`src/rtl/cdt_pkg.sv`:
```
`default_nettype none

package cdt_pkg;

  // Stopwatch count width default
  localparam int unsigned WatchBitsDef = 24;

  // Time base
  localparam int unsigned SecsPerMin = 60;

  // Widths of the reported fields
  localparam int unsigned WatchMinOutBits = 19;

  // Keypad codes
  localparam logic [3:0] KeyDigitMax = 4'd9;
  localparam logic [3:0] KeyD        = 4'd13;

  // Number of digits in an MM:SS entry
  localparam logic [2:0] EntryLen = 3'd4;

  typedef enum logic [2:0] {
    CmdKey   = 3'd0,
    CmdTick  = 3'd1,
    CmdMode  = 3'd2,
    CmdStart = 3'd3,
    CmdPause = 3'd4,
    CmdReset = 3'd5
  } cmd_e;

  typedef enum logic [1:0] {
    ModeCalc  = 2'd0,
    ModeTimer = 2'd1,
    ModeWatch = 2'd2
  } mode_e;

  typedef enum logic [1:0] {
    PhaseEntry   = 2'd0,
    PhaseCount   = 2'd1,
    PhaseTimeout = 2'd2
  } phase_e;

  // Stopwatch controls for one word
  typedef struct packed {
    logic tick;
    logic start;
    logic stop;
    logic clear;
  } watch_ctrl_t;

  // Stopwatch status after one word
  typedef struct packed {
    logic                       running;
    logic [WatchMinOutBits-1:0] minutes;
    logic [5:0]                 seconds;
  } watch_stat_t;

  // One result word
  typedef struct packed {
    logic [1:0]                 mode;
    logic [1:0]                 timer_phase;
    logic [2:0]                 entry_count;
    logic [6:0]                 entry_minutes;
    logic [6:0]                 entry_seconds;
    logic [6:0]                 remain_minutes;
    logic [5:0]                 remain_seconds;
    logic                       alarm_led;
    logic                       watch_running;
    logic [WatchMinOutBits-1:0] watch_minutes;
    logic [5:0]                 watch_seconds;
  } res_t;

  // Two decimal digits to a value: hi * 10 + lo
  function automatic logic [6:0] digit_pair(input logic [3:0] hi, input logic [3:0] lo);
    logic [7:0] sum;
    sum = {1'b0, hi, 3'b000} + {3'b000, hi, 1'b0} + {4'b0000, lo};
    return sum[6:0];
  endfunction

endpackage

`default_nettype wire

```
`src/rtl/cdt_watch.sv`:
```
`default_nettype none

module cdt_watch #(
  parameter int unsigned WATCH_BITS = cdt_pkg::WatchBitsDef
) (
  input  wire logic                 clk_i,
  input  wire logic                 rst_ni,
  input  wire cdt_pkg::watch_ctrl_t ctrl_i,
  output cdt_pkg::watch_stat_t      stat_o
);

  // The count is kept as minutes and seconds; minutes never reach 2^(WATCH_BITS-5)
  localparam int unsigned MinBits = WATCH_BITS - 5;
  localparam logic [WATCH_BITS-1:0] CntMax = '1;
  localparam logic [MinBits-1:0] MinMax = MinBits'(CntMax / cdt_pkg::SecsPerMin);
  localparam logic [5:0] SecMax = 6'(CntMax % cdt_pkg::SecsPerMin);
  localparam logic [5:0] SecLast = 6'(cdt_pkg::SecsPerMin - 1);

  logic               en_q, en_d;
  logic [MinBits-1:0] min_q, min_d;
  logic [5:0]         sec_q, sec_d;
  logic [MinBits+cdt_pkg::WatchMinOutBits-1:0] min_ext;

  // Advance, start, stop and clear
  always_comb begin
    en_d  = en_q;
    min_d = min_q;
    sec_d = sec_q;
    if (ctrl_i.start) begin
      en_d = 1'b1;
    end
    if (ctrl_i.stop) begin
      en_d = 1'b0;
    end
    if (ctrl_i.clear) begin
      en_d  = 1'b0;
      min_d = '0;
      sec_d = '0;
    end
    if (ctrl_i.tick && en_q) begin
      if (min_q == MinMax && sec_q == SecMax) begin
        min_d = '0;
        sec_d = '0;
      end else if (sec_q == SecLast) begin
        min_d = min_q + MinBits'(1);
        sec_d = '0;
      end else begin
        sec_d = sec_q + 6'd1;
      end
    end
  end

  // Hold the count
  always_ff @(posedge clk_i or negedge rst_ni) begin
    if (!rst_ni) begin
      en_q  <= 1'b0;
      min_q <= '0;
      sec_q <= '0;
    end else begin
      en_q  <= en_d;
      min_q <= min_d;
      sec_q <= sec_d;
    end
  end

  // Report the status after this word
  assign min_ext = {{cdt_pkg::WatchMinOutBits{1'b0}}, min_d};
  assign stat_o.running = en_d;
  assign stat_o.minutes = min_ext[cdt_pkg::WatchMinOutBits-1:0];
  assign stat_o.seconds = sec_d;

endmodule

`default_nettype wire

```
`src/rtl/cdt_skid.sv`:
```
`default_nettype none

module cdt_skid (
  input  wire logic          clk_i,
  input  wire logic          rst_ni,
  input  wire logic          push_i,
  input  wire cdt_pkg::res_t data_i,
  output logic               full_o,
  output logic               valid_o,
  input  wire logic          stall_i,
  output cdt_pkg::res_t      data_o
);

  logic          out_valid_q, out_valid_d;
  logic          skid_valid_q, skid_valid_d;
  cdt_pkg::res_t out_q, out_d;
  cdt_pkg::res_t skid_q, skid_d;
  logic          take;

  assign take = out_valid_q && !stall_i;

  // Refill the output register from the skid stage first, park a word when blocked
  always_comb begin
    out_valid_d  = out_valid_q;
    skid_valid_d = skid_valid_q;
    out_d        = out_q;
    skid_d       = skid_q;
    if (take || !out_valid_q) begin
      if (skid_valid_q) begin
        out_d        = skid_q;
        out_valid_d  = 1'b1;
        skid_valid_d = 1'b0;
      end else begin
        out_d       = data_i;
        out_valid_d = push_i;
      end
    end else if (push_i) begin
      skid_d       = data_i;
      skid_valid_d = 1'b1;
    end
  end

  always_ff @(posedge clk_i or negedge rst_ni) begin
    if (!rst_ni) begin
      out_valid_q  <= 1'b0;
      skid_valid_q <= 1'b0;
    end else begin
      out_valid_q  <= out_valid_d;
      skid_valid_q <= skid_valid_d;
    end
  end

  always_ff @(posedge clk_i) begin
    out_q  <= out_d;
    skid_q <= skid_d;
  end

  assign full_o  = skid_valid_q;
  assign valid_o = out_valid_q;
  assign data_o  = out_q;

`ifndef SYNTHESIS
  a_full_has_output : assert property (@(posedge clk_i) disable iff (!rst_ni)
    skid_valid_q |-> out_valid_q)
    else $error("skid stage holds a word while the output register is empty");
`endif

endmodule

`default_nettype wire

```
`src/rtl/countdown_timer_stopwatch.sv`:
```
`default_nettype none

// Countdown timer and stopwatch. Each input word is one event (keypad key, one-second
// tick, mode button, stopwatch start, pause or reset) and yields exactly one result word
// holding the full status after that event. The block takes one word per cycle unless
// in_stall_o is high: all state updates in a single pass of shallow logic into the state
// registers, and the result goes to an output register backed by a one-word skid stage,
// so a new word is taken even while the last result waits; in_stall_o rises only when
// both hold a word. The stopwatch keeps its count as minutes and seconds and wraps at
// 2^WATCH_BITS ticks.
module countdown_timer_stopwatch #(
  parameter int unsigned WATCH_BITS = cdt_pkg::WatchBitsDef
) (
  input  wire logic        clk_i,
  input  wire logic        rst_ni,
  input  wire logic        in_valid_i,
  output logic             in_stall_o,
  input  wire logic [2:0]  cmd_i,
  input  wire logic [3:0]  key_i,
  output logic             out_valid_o,
  input  wire logic        out_stall_i,
  output logic [1:0]       mode_o,
  output logic [1:0]       timer_phase_o,
  output logic [2:0]       entry_count_o,
  output logic [6:0]       entry_minutes_o,
  output logic [6:0]       entry_seconds_o,
  output logic [6:0]       remain_minutes_o,
  output logic [5:0]       remain_seconds_o,
  output logic             alarm_led_o,
  output logic             watch_running_o,
  output logic [18:0]      watch_minutes_o,
  output logic [5:0]       watch_seconds_o
);

  localparam logic [6:0] SecsPerMin7 = 7'(cdt_pkg::SecsPerMin);
  localparam logic [5:0] SecLast     = 6'(cdt_pkg::SecsPerMin - 1);

  logic              in_acc;
  cdt_pkg::mode_e    mode_q, mode_d;
  cdt_pkg::phase_e   phase_q, phase_d;
  logic [2:0]        idx_q, idx_d;
  logic [3:0]        digit_q [4];
  logic [3:0]        digit_d [4];
  logic [6:0]        rem_min_q, rem_min_d;
  logic [5:0]        rem_sec_q, rem_sec_d;
  logic              alarm_q, alarm_d;
  logic [6:0]        ent_min, ent_sec;
  logic              rem_zero;
  cdt_pkg::watch_ctrl_t wctrl;
  cdt_pkg::watch_stat_t wstat;
  cdt_pkg::res_t     res;
  cdt_pkg::res_t     res_out;
  logic              skid_full;

  assign in_acc   = in_valid_i && !in_stall_o;
  assign ent_min  = cdt_pkg::digit_pair(digit_q[0], digit_q[1]);
  assign ent_sec  = cdt_pkg::digit_pair(digit_q[2], digit_q[3]);
  assign rem_zero = (rem_min_q == 7'd0) && (rem_sec_q == 6'd0);

  // Decode the event and advance the timer
  always_comb begin
    mode_d    = mode_q;
    phase_d   = phase_q;
    idx_d     = idx_q;
    digit_d   = digit_q;
    rem_min_d = rem_min_q;
    rem_sec_d = rem_sec_q;
    alarm_d   = alarm_q;
    wctrl     = '0;
    if (in_acc) begin
      unique case (cdt_pkg::cmd_e'(cmd_i))
        cdt_pkg::CmdKey: begin
          if (mode_q == cdt_pkg::ModeTimer) begin
            if (phase_q == cdt_pkg::PhaseEntry) begin
              if (key_i <= cdt_pkg::KeyDigitMax) begin
                if (idx_q >= cdt_pkg::EntryLen) begin
                  digit_d    = '{default: '0};
                  digit_d[0] = key_i;
                  idx_d      = 3'd1;
                end else begin
                  digit_d[idx_q[1:0]] = key_i;
                  idx_d               = idx_q + 3'd1;
                end
              end else if (key_i == cdt_pkg::KeyD) begin
                // Start the countdown; carry seconds of sixty or more into minutes
                phase_d = cdt_pkg::PhaseCount;
                if (ent_sec >= SecsPerMin7) begin
                  rem_min_d = ent_min + 7'd1;
                  rem_sec_d = 6'(ent_sec - SecsPerMin7);
                end else begin
                  rem_min_d = ent_min;
                  rem_sec_d = ent_sec[5:0];
                end
              end
            end else if (key_i == cdt_pkg::KeyD) begin
              // Clear the timer, and silence the alarm after a timeout
              if (phase_q == cdt_pkg::PhaseTimeout) begin
                alarm_d = 1'b0;
              end
              phase_d   = cdt_pkg::PhaseEntry;
              idx_d     = '0;
              digit_d   = '{default: '0};
              rem_min_d = '0;
              rem_sec_d = '0;
            end
          end
        end
        cdt_pkg::CmdTick: begin
          wctrl.tick = 1'b1;
          if (phase_q == cdt_pkg::PhaseCount || phase_q == cdt_pkg::PhaseTimeout) begin
            if (!rem_zero) begin
              if (rem_sec_q == 6'd0) begin
                rem_min_d = rem_min_q - 7'd1;
                rem_sec_d = SecLast;
              end else begin
                rem_sec_d = rem_sec_q - 6'd1;
              end
            end else begin
              phase_d = cdt_pkg::PhaseTimeout;
              mode_d  = cdt_pkg::ModeTimer;
              alarm_d = !alarm_q;
            end
          end
        end
        cdt_pkg::CmdMode: begin
          unique case (mode_q)
            cdt_pkg::ModeCalc:  mode_d = cdt_pkg::ModeTimer;
            cdt_pkg::ModeTimer: mode_d = cdt_pkg::ModeWatch;
            default:            mode_d = cdt_pkg::ModeCalc;
          endcase
        end
        cdt_pkg::CmdStart: wctrl.start = (mode_q == cdt_pkg::ModeWatch);
        cdt_pkg::CmdPause: wctrl.stop  = (mode_q == cdt_pkg::ModeWatch);
        cdt_pkg::CmdReset: wctrl.clear = (mode_q == cdt_pkg::ModeWatch);
        default: ;
      endcase
    end
  end

  // Hold the timer state
  always_ff @(posedge clk_i or negedge rst_ni) begin
    if (!rst_ni) begin
      mode_q    <= cdt_pkg::ModeCalc;
      phase_q   <= cdt_pkg::PhaseEntry;
      idx_q     <= '0;
      digit_q   <= '{default: '0};
      rem_min_q <= '0;
      rem_sec_q <= '0;
      alarm_q   <= 1'b0;
    end else begin
      mode_q    <= mode_d;
      phase_q   <= phase_d;
      idx_q     <= idx_d;
      digit_q   <= digit_d;
      rem_min_q <= rem_min_d;
      rem_sec_q <= rem_sec_d;
      alarm_q   <= alarm_d;
    end
  end

  cdt_watch #(
    .WATCH_BITS(WATCH_BITS)
  ) u_watch (
    .clk_i  (clk_i),
    .rst_ni (rst_ni),
    .ctrl_i (wctrl),
    .stat_o (wstat)
  );

  // Form the result word from the state after this event
  always_comb begin
    res.mode           = mode_d;
    res.timer_phase    = phase_d;
    res.entry_count    = idx_d;
    res.entry_minutes  = cdt_pkg::digit_pair(digit_d[0], digit_d[1]);
    res.entry_seconds  = cdt_pkg::digit_pair(digit_d[2], digit_d[3]);
    res.remain_minutes = rem_min_d;
    res.remain_seconds = rem_sec_d;
    res.alarm_led      = alarm_d;
    res.watch_running  = wstat.running;
    res.watch_minutes  = wstat.minutes;
    res.watch_seconds  = wstat.seconds;
  end

  cdt_skid u_skid (
    .clk_i   (clk_i),
    .rst_ni  (rst_ni),
    .push_i  (in_acc),
    .data_i  (res),
    .full_o  (skid_full),
    .valid_o (out_valid_o),
    .stall_i (out_stall_i),
    .data_o  (res_out)
  );

  assign in_stall_o       = skid_full;
  assign mode_o           = res_out.mode;
  assign timer_phase_o    = res_out.timer_phase;
  assign entry_count_o    = res_out.entry_count;
  assign entry_minutes_o  = res_out.entry_minutes;
  assign entry_seconds_o  = res_out.entry_seconds;
  assign remain_minutes_o = res_out.remain_minutes;
  assign remain_seconds_o = res_out.remain_seconds;
  assign alarm_led_o      = res_out.alarm_led;
  assign watch_running_o  = res_out.watch_running;
  assign watch_minutes_o  = res_out.watch_minutes;
  assign watch_seconds_o  = res_out.watch_seconds;

`ifndef SYNTHESIS
  a_timeout_at_zero : assert property (@(posedge clk_i) disable iff (!rst_ni)
    phase_q == cdt_pkg::PhaseTimeout |-> rem_zero)
    else $error("timed out with time remaining");

  a_tick_times_out : assert property (@(posedge clk_i) disable iff (!rst_ni)
    in_acc && cmd_i == cdt_pkg::CmdTick && phase_q == cdt_pkg::PhaseCount && rem_zero
    |=> phase_q == cdt_pkg::PhaseTimeout && mode_q == cdt_pkg::ModeTimer)
    else $error("tick at zero did not time out");

  a_clear_silences : assert property (@(posedge clk_i) disable iff (!rst_ni)
    in_acc && cmd_i == cdt_pkg::CmdKey && key_i == cdt_pkg::KeyD
    && mode_q == cdt_pkg::ModeTimer && phase_q == cdt_pkg::PhaseTimeout
    |=> !alarm_q && phase_q == cdt_pkg::PhaseEntry && rem_zero)
    else $error("clear after timeout left the alarm or the time");

  a_remain_range : assert property (@(posedge clk_i) disable iff (!rst_ni)
    rem_sec_q < 6'(cdt_pkg::SecsPerMin) && rem_min_q <= 7'd100)
    else $error("remaining time out of range");
`endif

endmodule

`default_nettype wire

```
`config.mk`:
```
export PLATFORM = sky130hd
export DESIGN_NAME = countdown_timer_stopwatch
export DESIGN_NICKNAME = d
export VERILOG_FILES = /design/src/rtl/cdt_pkg.sv /design/src/rtl/cdt_watch.sv /design/src/rtl/cdt_skid.sv /design/src/rtl/countdown_timer_stopwatch.sv
export SDC_FILE = /design/constraint.sdc
export NUM_CORES = 1
export LEC_CHECK = 0
export BUFFER_PORTS_ARGS = -buffer_cell sky130_fd_sc_hd__buf_4
export CELL_PAD_IN_SITES_DETAIL_PLACEMENT = 2
export CELL_PAD_IN_SITES_GLOBAL_PLACEMENT = 2
export CORE_AREA = 2 2 182 184
export CTS_BUF_LIST = sky130_fd_sc_hd__clkbuf_8
export CTS_CLUSTER_DIAMETER = 200
export DETAILED_ROUTE_END_ITERATION = 6
export DIE_AREA = 0 0 184 186
export GPL_ROUTABILITY_DRIVEN = 0
export PLACE_DENSITY = 0.63
export SYNTH_ARGS = -nofsm -noshare
export SYNTH_HDL_FRONTEND = slang
export SYNTH_SLANG_ARGS = --single-unit
```
`constraint.sdc`:
```
create_clock -name clk_i -period 15.65 [get_ports clk_i]
set_input_delay 1.565 -clock clk_i [delete_from_list [all_inputs] [get_ports clk_i]]
set_output_delay 1.565 -clock clk_i [all_outputs]
set_load 0.1 [all_outputs]
```
## Word level (Yosys, flattened, before mapping)

Cells that the tools add are included.

- Add/sub/neg operators: 15
- $mul: 0
- Div/mod/pow operators: 0
- Order comparisons: 5
- Eq/ne operators: 13
- Shift operators: 0
- Mux-type cells: 81
- Bitwise operators: 2
- Reduce and logical (&&, ||, !) cells: 19

Operators by type and width:

| cell | number |
|---|---|
| $mux W16 | 7 |
| $mux W6 | 14 |
| $mux W19 | 4 |
| $mux W7 | 10 |
| $mux W61 | 1 |
| $add A7 B4 Y7 | 4 |
| $add A7 B5 Y7 | 4 |
| $mux W2 | 11 |
| $mux W3 | 7 |
| $add A19 B1 Y19 const B | 1 |
| $eq A19 B19 Y1 const B | 1 |
| $mux W1 | 17 |
| $bwmux W16 | 1 |
| $pmux W7 S2 | 1 |
| $pmux W2 S2 | 3 |
| $pmux W6 S2 | 1 |
| $demux W4 S2 | 1 |
| $mux W4 | 2 |
| $add A7 B1 Y7 const B | 1 |
| $ge A7 B6 Y1 const B | 1 |
| $logic_not A7 Y1 | 1 |
| $sub A7 B1 Y7 const B | 1 |
| $add A6 B1 Y6 const B | 1 |
| $eq A3 B2 Y1 const B | 2 |
| other kinds (24) | 38 |

- Register bits after elaboration: 187
- Bits in latches: 0
- Bits in writable memories: 0
- Bits in read-only memories: 0
- Input port bits: 11
- Output and inout port bits: 63
- Memories: 0

## Depth between registers and ports, before layout

Gate-level depths: netlist of the first run.

- Depth after elaboration: 15
- Mapped depth: 15
- Depth with buffers taken out: 15

## Cells and area by module

Synthesis of the first run repeated with hierarchy kept, for this count alone.

- Cells, all modules: 779
- Area total of the unflattened synthesis: 9,826.9 µm²

By module, submodules not included:

| module | times used | cells each | area each (µm²) | seq. area each (µm²) |
|---|---|---|---|---|
| cdt_skid | 1 | 196 | 4,778.3 | 3,713.6 |
| countdown_timer_stopwatch | 1 | 403 | 3,480.8 | 925.9 |
| cdt_watch | 1 | 180 | 1,567.8 | 650.6 |

## Least setup slack after synthesis of the first run

Ideal clock, no wire load.

- Path kind: input to register
- Start point: input out_stall_i
- End point: register u_skid.skid_q[0] (netlist bit), enable pin
- Arrival: 5,683 ps
- Data required time: 15,170 ps
- Path slack: 9,487 ps
- Stages on the path: 2
- Path buffers: 0
- Cells stage by stage: nand2_1 -> nor2_1

- Longest elaborated chain between the ends: 5

Ends and longest elaborated chain:

| what | line | RTL |
|---|---|---|
| start: declaration | countdown_timer_stopwatch.sv:21 | `input wire logic out_stall_i,` |
| $logic_not A1 Y1 | cdt_skid.sv:20 | `assign take = out_valid_q && !stall_i;` |
| $logic_and A1 B1 Y1 | cdt_skid.sv:20 |  |
| $logic_or A1 B1 Y1 | cdt_skid.sv:28 | `if (take \|\| !out_valid_q) begin` |
| $not A1 Y1 (no line) | n/a |  |
| $reduce_and A2 Y1 (no line) | n/a |  |
| end signal: assignment | cdt_skid.sv:55 | `skid_q <= skid_d;` |
| end: declaration | cdt_skid.sv:17 | `cdt_pkg::res_t skid_q, skid_d;` |

No other way between the ends.
A chain may end at the register's enable or synchronous reset.

==> results of run 1 <==
cell type report:
type / instances / area [µm²] / area share [%]
sequential: 187 / 5291 / 48.22
inverter: 29 / 108.9 / 0.9920
clock inverter: 15 / 176.4 / 1.608
multi-input combinational: 583 / 4036 / 36.78
tap: 408 / 510.5 / 4.652
clock buffer: 17 / 234.0 / 2.132
timing repair buffer: 82 / 615.6 / 5.610
through the flow:
stage               hold slack [ns]  total power [mW]  util, %
floorplan                    0.4567             1.069        -
global route                 0.5774             1.637    34.07
finish                       0.5319             1.549    34.07
detailed placement           0.5158             1.217    32.80
CTS                          0.5364             1.571    34.07
global placement             0.5020             1.211    32.80
critical path: stages:
cell and delay [ns]:
buf_4 0.15, nor3_2 0.49, and4_1 0.65, nand2_1 0.20, mux2i_1 0.14, or2_2 0.30, fa_1 0.54, inv_1 0.07
fa_1 0.46, a21o_1 0.20, a21oi_1 0.17, xor2_1 0.10, mux2_2 0.27
worst max-delay path by stage:
| stage | endpoint | start | slack, ns |
|---|---|---|---|
| after floorplan | u_skid.skid_q[0] | out_stall_i | 9.49 |
| after global placement | u_skid.data_o[53] | cmd_i[0] | 10.11 |
| after detailed placement | u_skid.data_o[53] | cmd_i[0] | 10.09 |
| after CTS | u_skid.data_o[53] | cmd_i[0] | 10.63 |
| after global routing | u_skid.data_o[46] | cmd_i[0] | 10.25 |
| final | u_skid.data_o[53] | cmd_i[0] | 10.59 |
flip-flops by register name, summed over array words and instances (netlist names):
| signal | cells |
|---|---|
| rem_min_q | 7 |
| digit_q | 16 |
| u_skid.skid_q | 61 |
| u_watch.min_q | 19 |
| rem_sec_q | 6 |
| u_watch.sec_q | 6 |
| phase_q | 2 |
| u_skid.valid_o | 1 |
| u_skid.data_o | 61 |
| alarm_q | 1 |
| idx_q | 3 |
| u_watch.en_q | 1 |
| u_skid.full_o | 1 |
| mode_q | 2 |
synth_stat cells (all sizes together), types with 9 or more instances:
library cell  count
nor3b             9
a21oi            53
xnor2             9
nand3            32
edfxtp          122
clkbuf           20
o31ai            18
a31oi            17
mux2             39
nor4             13
dfrtp            65
xor2             10
nand4            17
a21o             11
nor2             63
and3             12
o21ai            35
ha               42
buf              12
nor3             14
inv              29
nand2            81
report_power, final:
group / switching [mW] / leakage, nW / internal, mW
clock: 0.206 / 0.205 / 0.135
sequential: 0.0480 / 2.03 / 0.606
combinational: 0.411 / 2.19 / 0.142
cell usage in the layout (no fill, tap or decap), types with 28 or more instances in the layout:
cell type    n
edfxtp_1   122
inv_1       28
nor2_1      62
nand2_1     79
a21oi_1     52
nand3_1     32
dfrtp_1     64
o21ai_0     33
ha_1        42
buf_4       82
mux2_2      38
layer usage:
layer,up-vias,track usage [%]
met2,100,26.78
met1,3556,24.86
met3,12,2.837
met5,-,0
li1,3259,-
met4,0,3.552
cells by family (layout without fill, tap and decap cells):
family / after synthesis / count (layout) / synth area share (%)
simple gates: 290 / 290 / 15.85
flops: 187 / 187 / 55.41
compound gates: 177 / 177 / 11.82
buf+inv: 61 / 143 / 2.556
fa+ha+maj: 50 / 50 / 7.182
mux: 47 / 47 / 5.439
xor+xnor: 19 / 19 / 1.743
==> flow_metrics.tcl, run 1 <==
set metrics [dict create \
    status "finished clean" \
    h-tree-depth 4 \
    cp_max_fo 16 \
    synth_top_cell_area_share_pct 38.37 \
    critPathRequiredTime_ns 15.91 \
    synth_top_cell_by_area "edfxtp_1" \
    holdCritStartpoint "u_skid.skid_q[45]" \
    wl_met3_um 778 \
    dp_worst_setup_slack_ns 10.09 \
    placed_area_um2 10560 \
    drt-pass1-iter-count 5 \
    area_delta_synth_final_pct 14.94 \
    setup_ws_ns 10.59 \
    dp_hpwl_mm 19.17 \
    clock_skew_ns 0.02822 \
    clk_latency_ns 0.49 \
    hp-class "reg -> reg" \
    drv_slew 0 \
    synthArstFlopShare_pct 34.76 \
    rsz0062_at_grt "no" \
    worstReg2RegEnd "u_skid.data_o[46]" \
    hold_viol 0 \
    grt_use_total_pct 17.09 \
    arrival_ns 5.31 \
    p_leak_nw 4.431 \
    maxCapViolCount 0 \
    rr_worst_depth 12 \
    fp.dieW_um 184 \
    diodes 0 \
    drive_gt1_share_pct 18.84 \
    synthCells 831 \
    synth_edf_count 122 \
    drt-total-wl_mm 27.60 \
    numCtsBuffers 17 \
    power_density_nw_per_um2 141.2 \
    cts_hold_buf 0 \
    final_cells 1321 \
    nets 961 \
    num_vias 6927 \
    synth.distinct_cells 75 \
    start_util_pct 29.64 \
    hold_path_depth 2 \
    setup_viol 0 \
    avgRoutedWirePerCell_um 20.89 \
    ant_nets 0 \
    cp-end-kind "flip-flop" \
    clock_sinks 187 \
    drc 0 \
    rr_startpoint "phase_q[0]" \
    ys_seq_area_share_pct 55.41 \
    ios 74 \
    port_buffers 73 \
    syn_avg_cell_area_um2 11.49 \
    cp-start-kind "input pin" \
    route.met2.wl_mm 12.50 \
    wl_met1_mm 14.11 \
    topRoutingLayerUsed "met4" \
    cts.path.max_buffers 2 \
    fin_crit_ns 5.059 \
    core-area_um2 32210 \
    max_slew_margin_pct 30.93 \
    fill_cells 3439 \
    die-area_um2 34220 \
    ys_warn_count 0 \
    via_per_inst 5.244 \
    synth-seq-cells 187 \
    hold_path_end "u_skid.data_o[45]" \
    synth.cell_area_um2 9547 \
    antenna_found_initial 0 \
    grt_overflow 0 \
    max_freq_ghz 0.1977 \
    fin_tns_setup_ns 0 \
    dp_cells 1289 \
    cts_tree "built" \
    final_area_um2 10970 \
    cts.reportedPaths.clkPinSlew_ns 0.11 \
    grt_max_degree 66 \
    post_cts_buffers 0 \
    ir_drop_mv 0.07458 \
    synth_ff_type "edfxtp_1" \
    grt_pass1_wl_mm 44.46 \
    criticalPathCategory "in -> reg" \
    post_cts_resized 0 \
    worst_pin_slew_ns 1.036 \
    finalCritPeriodShare_pct 32.32 \
    root_buffer "clkbuf_8" \
    synthTopCellsByArea "edfxtp_1, dfrtp_1, ha_1, mux2_2, nand2_1" \
    dieHeight_um 186 \
    std_cell_rows 66 \
    synth_fp_nets 892 \
    grt_pass1_vias 7516 \
    rrSetupSlack_ns 11.36 \
    initialDrtViolationCount 416 \
]
(Power assumes the default switching activity.)
==> inputs of run 2 (changes only) <==
Settings changed: PLACE_DENSITY 0.63 to 0.65.
Clock period 15.65 ns to 4.5 ns, I/O delays scaled along.
==> run 2 against run 1 <==
Compared with the run above: first-iteration DRC count shrank 15%; register-to-register slack lost 11 ns; flip-flop and latch count is the same; worst setup slack lost 10 ns; critical endpoint unchanged; largest cell class unchanged; clock skew shrank 0.00068 ns.
==> flow_metrics.tcl, run 2 (synthesized netlist as in run 1, its figures left out) <==
set metrics [dict create \
    status "finished clean" \
    core-area_um2 32210 \
    diodes 0 \
    drv_slew 0 \
    dp_hpwl_mm 20.06 \
    cp-start-kind "flip-flop" \
    grt_overflow 0 \
    critPathRequiredTime_ns 4.77 \
    p_leak_nw 4.469 \
    port_buffers 73 \
    max_slew_margin_pct 26.70 \
    rsz0062_at_grt "no" \
    clock_skew_ns 0.02753 \
    use_met1_pct 24.56 \
    clk_latency_ns 0.50 \
    initialDrtViolationCount 352 \
    power_density_nw_per_um2 491.6 \
    worst_pin_slew_ns 1.092 \
    grtUsageMet3_pct 2.680 \
    maxCapViolCount 0 \
    std_cell_rows 66 \
    cp_max_fo 13 \
    fp.dieW_um 184 \
    dieHeight_um 186 \
    top_usage_layer "met2" \
    final_cell_mix "edfxtp_1, buf_4, nand2_1, dfrtp_1, nor2_1" \
    avgRoutedWirePerCell_um 21.45 \
    start_util_pct 29.64 \
    rr_startpoint "phase_q[0]" \
    cts.path.max_buffers 2 \
    cts.reportedPaths.clkPinSlew_ns 0.13 \
    grt_pass1_wl_mm 45.41 \
    finalHoldWorstSlack_ns 0.2428 \
    die-area_um2 34220 \
    drc 0 \
    setup_ws_ns 0.5334 \
    h-tree-depth 4 \
    crit_family "adder cells" \
    slowest_stage "fa_1" \
    setup_viol 0 \
    max_stage_delay_ns 0.55 \
    root_buffer "clkbuf_8" \
    critPathBufInv 4 \
    grt_use_total_pct 17.33 \
    use_met2_pct 27.55 \
    worst-path-stages 14 \
    cts_tree "built" \
    arrival_ns 4.24 \
    ir_drop_mv 0.2572 \
    dp_worst_setup_slack_ns 0.2745 \
    numCtsBuffers 17 \
    final_common_cell "edfxtp_1" \
    cp-end-kind "flip-flop" \
    clock_sinks 187 \
    drive_gt1_share_pct 19.35 \
    area_delta_synth_final_pct 15.66 \
    antenna_found_initial 0 \
    crit_path_end "u_skid.data_o[53]" \
    finalCritPeriodShare_pct 88.15 \
    startpoint "phase_q[0]" \
    rr_worst_depth 14 \
    drt-pass1-iter-count 4 \
    grt_pass1_vias 7661 \
    worstPathCellList "inv_1 > ha_1 > inv_1 > nand2_1 > a21oi_1 > buf_4 > or2_2 > fa_1 > inv_1 > fa_1 > a21o_1 > a21oi_1 > xor2_1 > mux2_2" \
    final_cells 1328 \
    hold_path_depth 3 \
    post_cts_resized 0 \
    ant_nets 0 \
    via_per_inst 5.304 \
    path_common_cell "inv_1" \
    grt_max_degree 46 \
    hold_viol 0 \
    dp_cells 1295 \
    nets 968 \
    utilization_pct 34.29 \
    fin_tns_setup_ns 0 \
    ios 74 \
    fill_cells 3464 \
    worstReg2RegEnd "u_skid.data_o[53]" \
    rrSetupSlack_ns 0.53 \
    criticalPathCategory "reg -> reg" \
    hp-class "in -> reg" \
    fin_crit_ns 3.967 \
    drt-total-wl_mm 28.48 \
    num_vias 7044 \
    max_freq_ghz 0.2521 \
]
run 2: worst min path at each step:
| stage | from | end | slack (ns) |
|---|---|---|---|
| after floorplan | rst_ni | alarm_q | 0.15 |
| after global placement | u_skid.skid_q[52] | u_skid.data_o[52] | 0.50 |
| after detailed placement | u_skid.skid_q[52] | u_skid.data_o[52] | 0.52 |
| after CTS | in_valid_i | u_skid.valid_o | 0.22 |
| after global routing | in_valid_i | u_skid.valid_o | 0.22 |
| final | in_valid_i | u_skid.valid_o | 0.24 |
run 2: layer usage:
| layer | vias up | part of all wire [%] |
|---|---|---|
| met5 | - | 0 |
| met4 | 0 | 1.3 |
| met3 | 25 | 2.6 |
| met2 | 101 | 46 |
| met1 | 3651 | 50 |
| li1 | 3267 | - |
run 2: worst reg2reg max path, stage by stage (launching register included):
cell and delay [ns]:
dfrtp_1 0.40, inv_1 0.13, ha_1 0.33, inv_1 0.24, nand2_1 0.16, a21oi_1 0.08, buf_4 0.19, or2_2 0.34
fa_1 0.55, inv_1 0.07, fa_1 0.47, a21o_1 0.20, a21oi_1 0.18, xor2_1 0.12, mux2_2 0.29
run 2: stage by stage:
stage          area, µm²  total power [mW]
4_1_cts            11040             5.494
2_1_floorplan       9552             3.716
6_report           11040             5.428
5_1_grt            11040             5.709
3_5_place_dp       10600             4.238
3_3_place_gp       10600             4.205
run 2: final cells by class:
| cell class | instances | area, µm² | share of cell area [%] |
|---|---|---|---|
| repair buffers | 89 | 670.6 | 6.074 |
| clock inverters | 15 | 198.9 | 1.802 |
| flip-flops and latches | 187 | 5291 | 47.92 |
| inverters | 29 | 108.9 | 0.9858 |
| clock buffers | 17 | 234.0 | 2.119 |
| well taps | 408 | 510.5 | 4.623 |
| multi-input cells | 583 | 4028 | 36.48 |
run 2: power breakdown:
part / internal, mW / total (mW) / switching [mW]
clock network: 0.437 / 1.22 / 0.787
logic: 0.498 / 1.93 / 1.44
registers: 2.11 / 2.27 / 0.165
total: 3.04 / 5.43 / 2.39
run 2: what timing repair did:
| action | 4_1_cts | 5_1_grt |
|---|---|---|
| hold buffers | 1 | 0 |
| buffers inserted | 0 | 0 |
| endpoints found under the hold margin | 40 | 0 |
==> inputs of run 3 (changes only) <==
==> constraint.sdc (replaced) <==
create_clock -name clk_i -period 4.5 [get_ports clk_i]
set_input_delay 0.675 -clock clk_i [delete_from_list [all_inputs] [get_ports clk_i]]
set_output_delay 0.675 -clock clk_i [all_outputs]
set_load 0.1 [all_outputs]
==> run 3 against run 2 <==
Compared with the run above: worst setup slack gained 0.037 ns; combinational power is essentially flat; critical path type unchanged; total power is 0.70% lower; largest cell class unchanged; first-iteration DRC count up 27%; register-to-register slack better by 0.04 ns.
==> flow_metrics.tcl, run 3 (synthesized netlist as in run 1, its figures left out) <==
set metrics [dict create \
    root_buffer "clkbuf_8" \
    antenna_found_initial 0 \
    initialDrtViolationCount 447 \
    final_cell_mix "edfxtp_1, buf_4, nand2_1, dfrtp_1, nor2_1" \
    setup_viol 0 \
    port_buffers 73 \
    fin_tns_setup_ns 0 \
    critPathRequiredTime_ns 4.77 \
    numCtsBuffers 17 \
    fill_cells 3444 \
    max_freq_ghz 0.2545 \
    clock_skew_ns 0.02200 \
    ios 74 \
    clk_latency_ns 0.50 \
    dp_hpwl_mm 19.71 \
    cp-start-kind "flip-flop" \
    ant_nets 0 \
    worst_pin_slew_ns 1.036 \
    die-area_um2 34220 \
    nets 967 \
    drt-pass1-iter-count 4 \
    area_delta_synth_final_pct 15.24 \
    h-tree-depth 4 \
    cts.reportedPaths.clkPinSlew_ns 0.13 \
    fin_crit_ns 3.930 \
    finalCritPeriodShare_pct 87.32 \
    post_cts_buffers 0 \
    maxCapViolCount 0 \
    setup_ws_ns 0.5705 \
    ir_drop_mv 0.2602 \
    p_leak_nw 4.449 \
    post_cts_resized 0 \
    fp.dieW_um 184 \
    cts.path.max_buffers 2 \
    placed_area_um2 10600 \
    grt_pass1_vias 7538 \
    power_density_nw_per_um2 490.0 \
    drt-total-wl_mm 28.06 \
    final_common_cell "edfxtp_1" \
    grt_pass1_wl_mm 44.64 \
    grt_use_total_pct 17.12 \
    drv_slew 0 \
    max_slew_margin_pct 30.48 \
    grt_overflow 0 \
    via_per_inst 5.277 \
    cp-end-kind "flip-flop" \
    avgRoutedWirePerCell_um 21.15 \
    finalHoldWorstSlack_ns 0.2795 \
    cp_max_fo 13 \
    criticalPathCategory "reg -> reg" \
    hold_viol 0 \
    diodes 0 \
    final_area_um2 11000 \
    status "finished clean" \
    drc 0 \
    drive_gt1_share_pct 19.37 \
    start_util_pct 29.64 \
    arrival_ns 4.20 \
    std_cell_rows 66 \
    core-area_um2 32210 \
    clock_sinks 187 \
    dp_worst_setup_slack_ns 0.2703 \
    hp-class "in -> async" \
    rsz0062_at_grt "no" \
    cts_tree "built" \
    power_mw 5.391 \
    utilization_pct 34.16 \
    num_vias 7003 \
    grt_max_degree 66 \
    dieHeight_um 186 \
    cts_hold_buf 0 \
    final_cells 1327 \
    dp_cells 1295 \
]
-- run 3: cell types whose count changed in the layout (fill, tap and decap cells not counted) --
| cell | previous run | this run |
|---|---|---|
| inv_8 | 3 | 4 |
| clkinv_8 | 7 | 4 |
| clkinvlp_4 | 0 | 2 |
| inv_6 | 2 | 3 |
| inv_12 | 1 | 0 |
| dlygate4sd3_1 | 1 | 0 |
-- run 3: path summary, 6_finish.rpt --
kind | start | endpoint | slack (ns) | cells past startpoint
worst min-delay path | rst_ni | idx_q[0] | 0.28 | 1
worst max-delay path | phase_q[0] | u_skid.data_o[53] | 0.57 | 14
max in group asynchronous | rst_ni | u_skid.full_o | 3.51 | 1
worst min register to register | alarm_q | alarm_q | 0.53 | 1
min in group clk_i | in_valid_i | u_skid.valid_o | 0.45 | 3
worst max register to register | phase_q[0] | u_skid.data_o[53] | 0.57 | 14
-- run 3: layer usage --
metal | wire length, µm | part of all wire [%] | GRT usage (%)
met5 | 0 | 0 | 0
met2 | 12860 | 46 | 26.94
met1 | 14180 | 51 | 24.70
met3 | 764 | 2.7 | 2.504
met4 | 258 | 0.92 | 4.320
-- run 3: layout make-up --
type	instances	area, µm²	area share (%)
multi-input cells	583	4028	36.61
well taps	408	510.5	4.640
clock buffers	17	234.0	2.127
clock inverters	15	168.9	1.535
inverters	29	108.9	0.9894
repair buffers	88	660.6	6.005
flip-flops and latches	187	5291	48.10
-- run 3: worst max-delay path, cell delays in order, from the launching register on --
cell	delay [ns]
dfrtp_1	0.40
inv_1	0.12
ha_1	0.34
inv_1	0.25
nand2_1	0.17
a21oi_1	0.08
buf_4	0.18
or2_2	0.34
fa_1	0.55
inv_1	0.07
fa_1	0.46
a21o_1	0.20
a21oi_1	0.17
xor2_1	0.11
mux2_2	0.28
-- run 3: where the power goes --
group | switching (mW) | internal, mW | total [mW]
Sequential | 0.169 | 2.11 | 2.28
Clock | 0.759 | 0.422 | 1.18
Combinational | 1.44 | 0.497 | 1.93
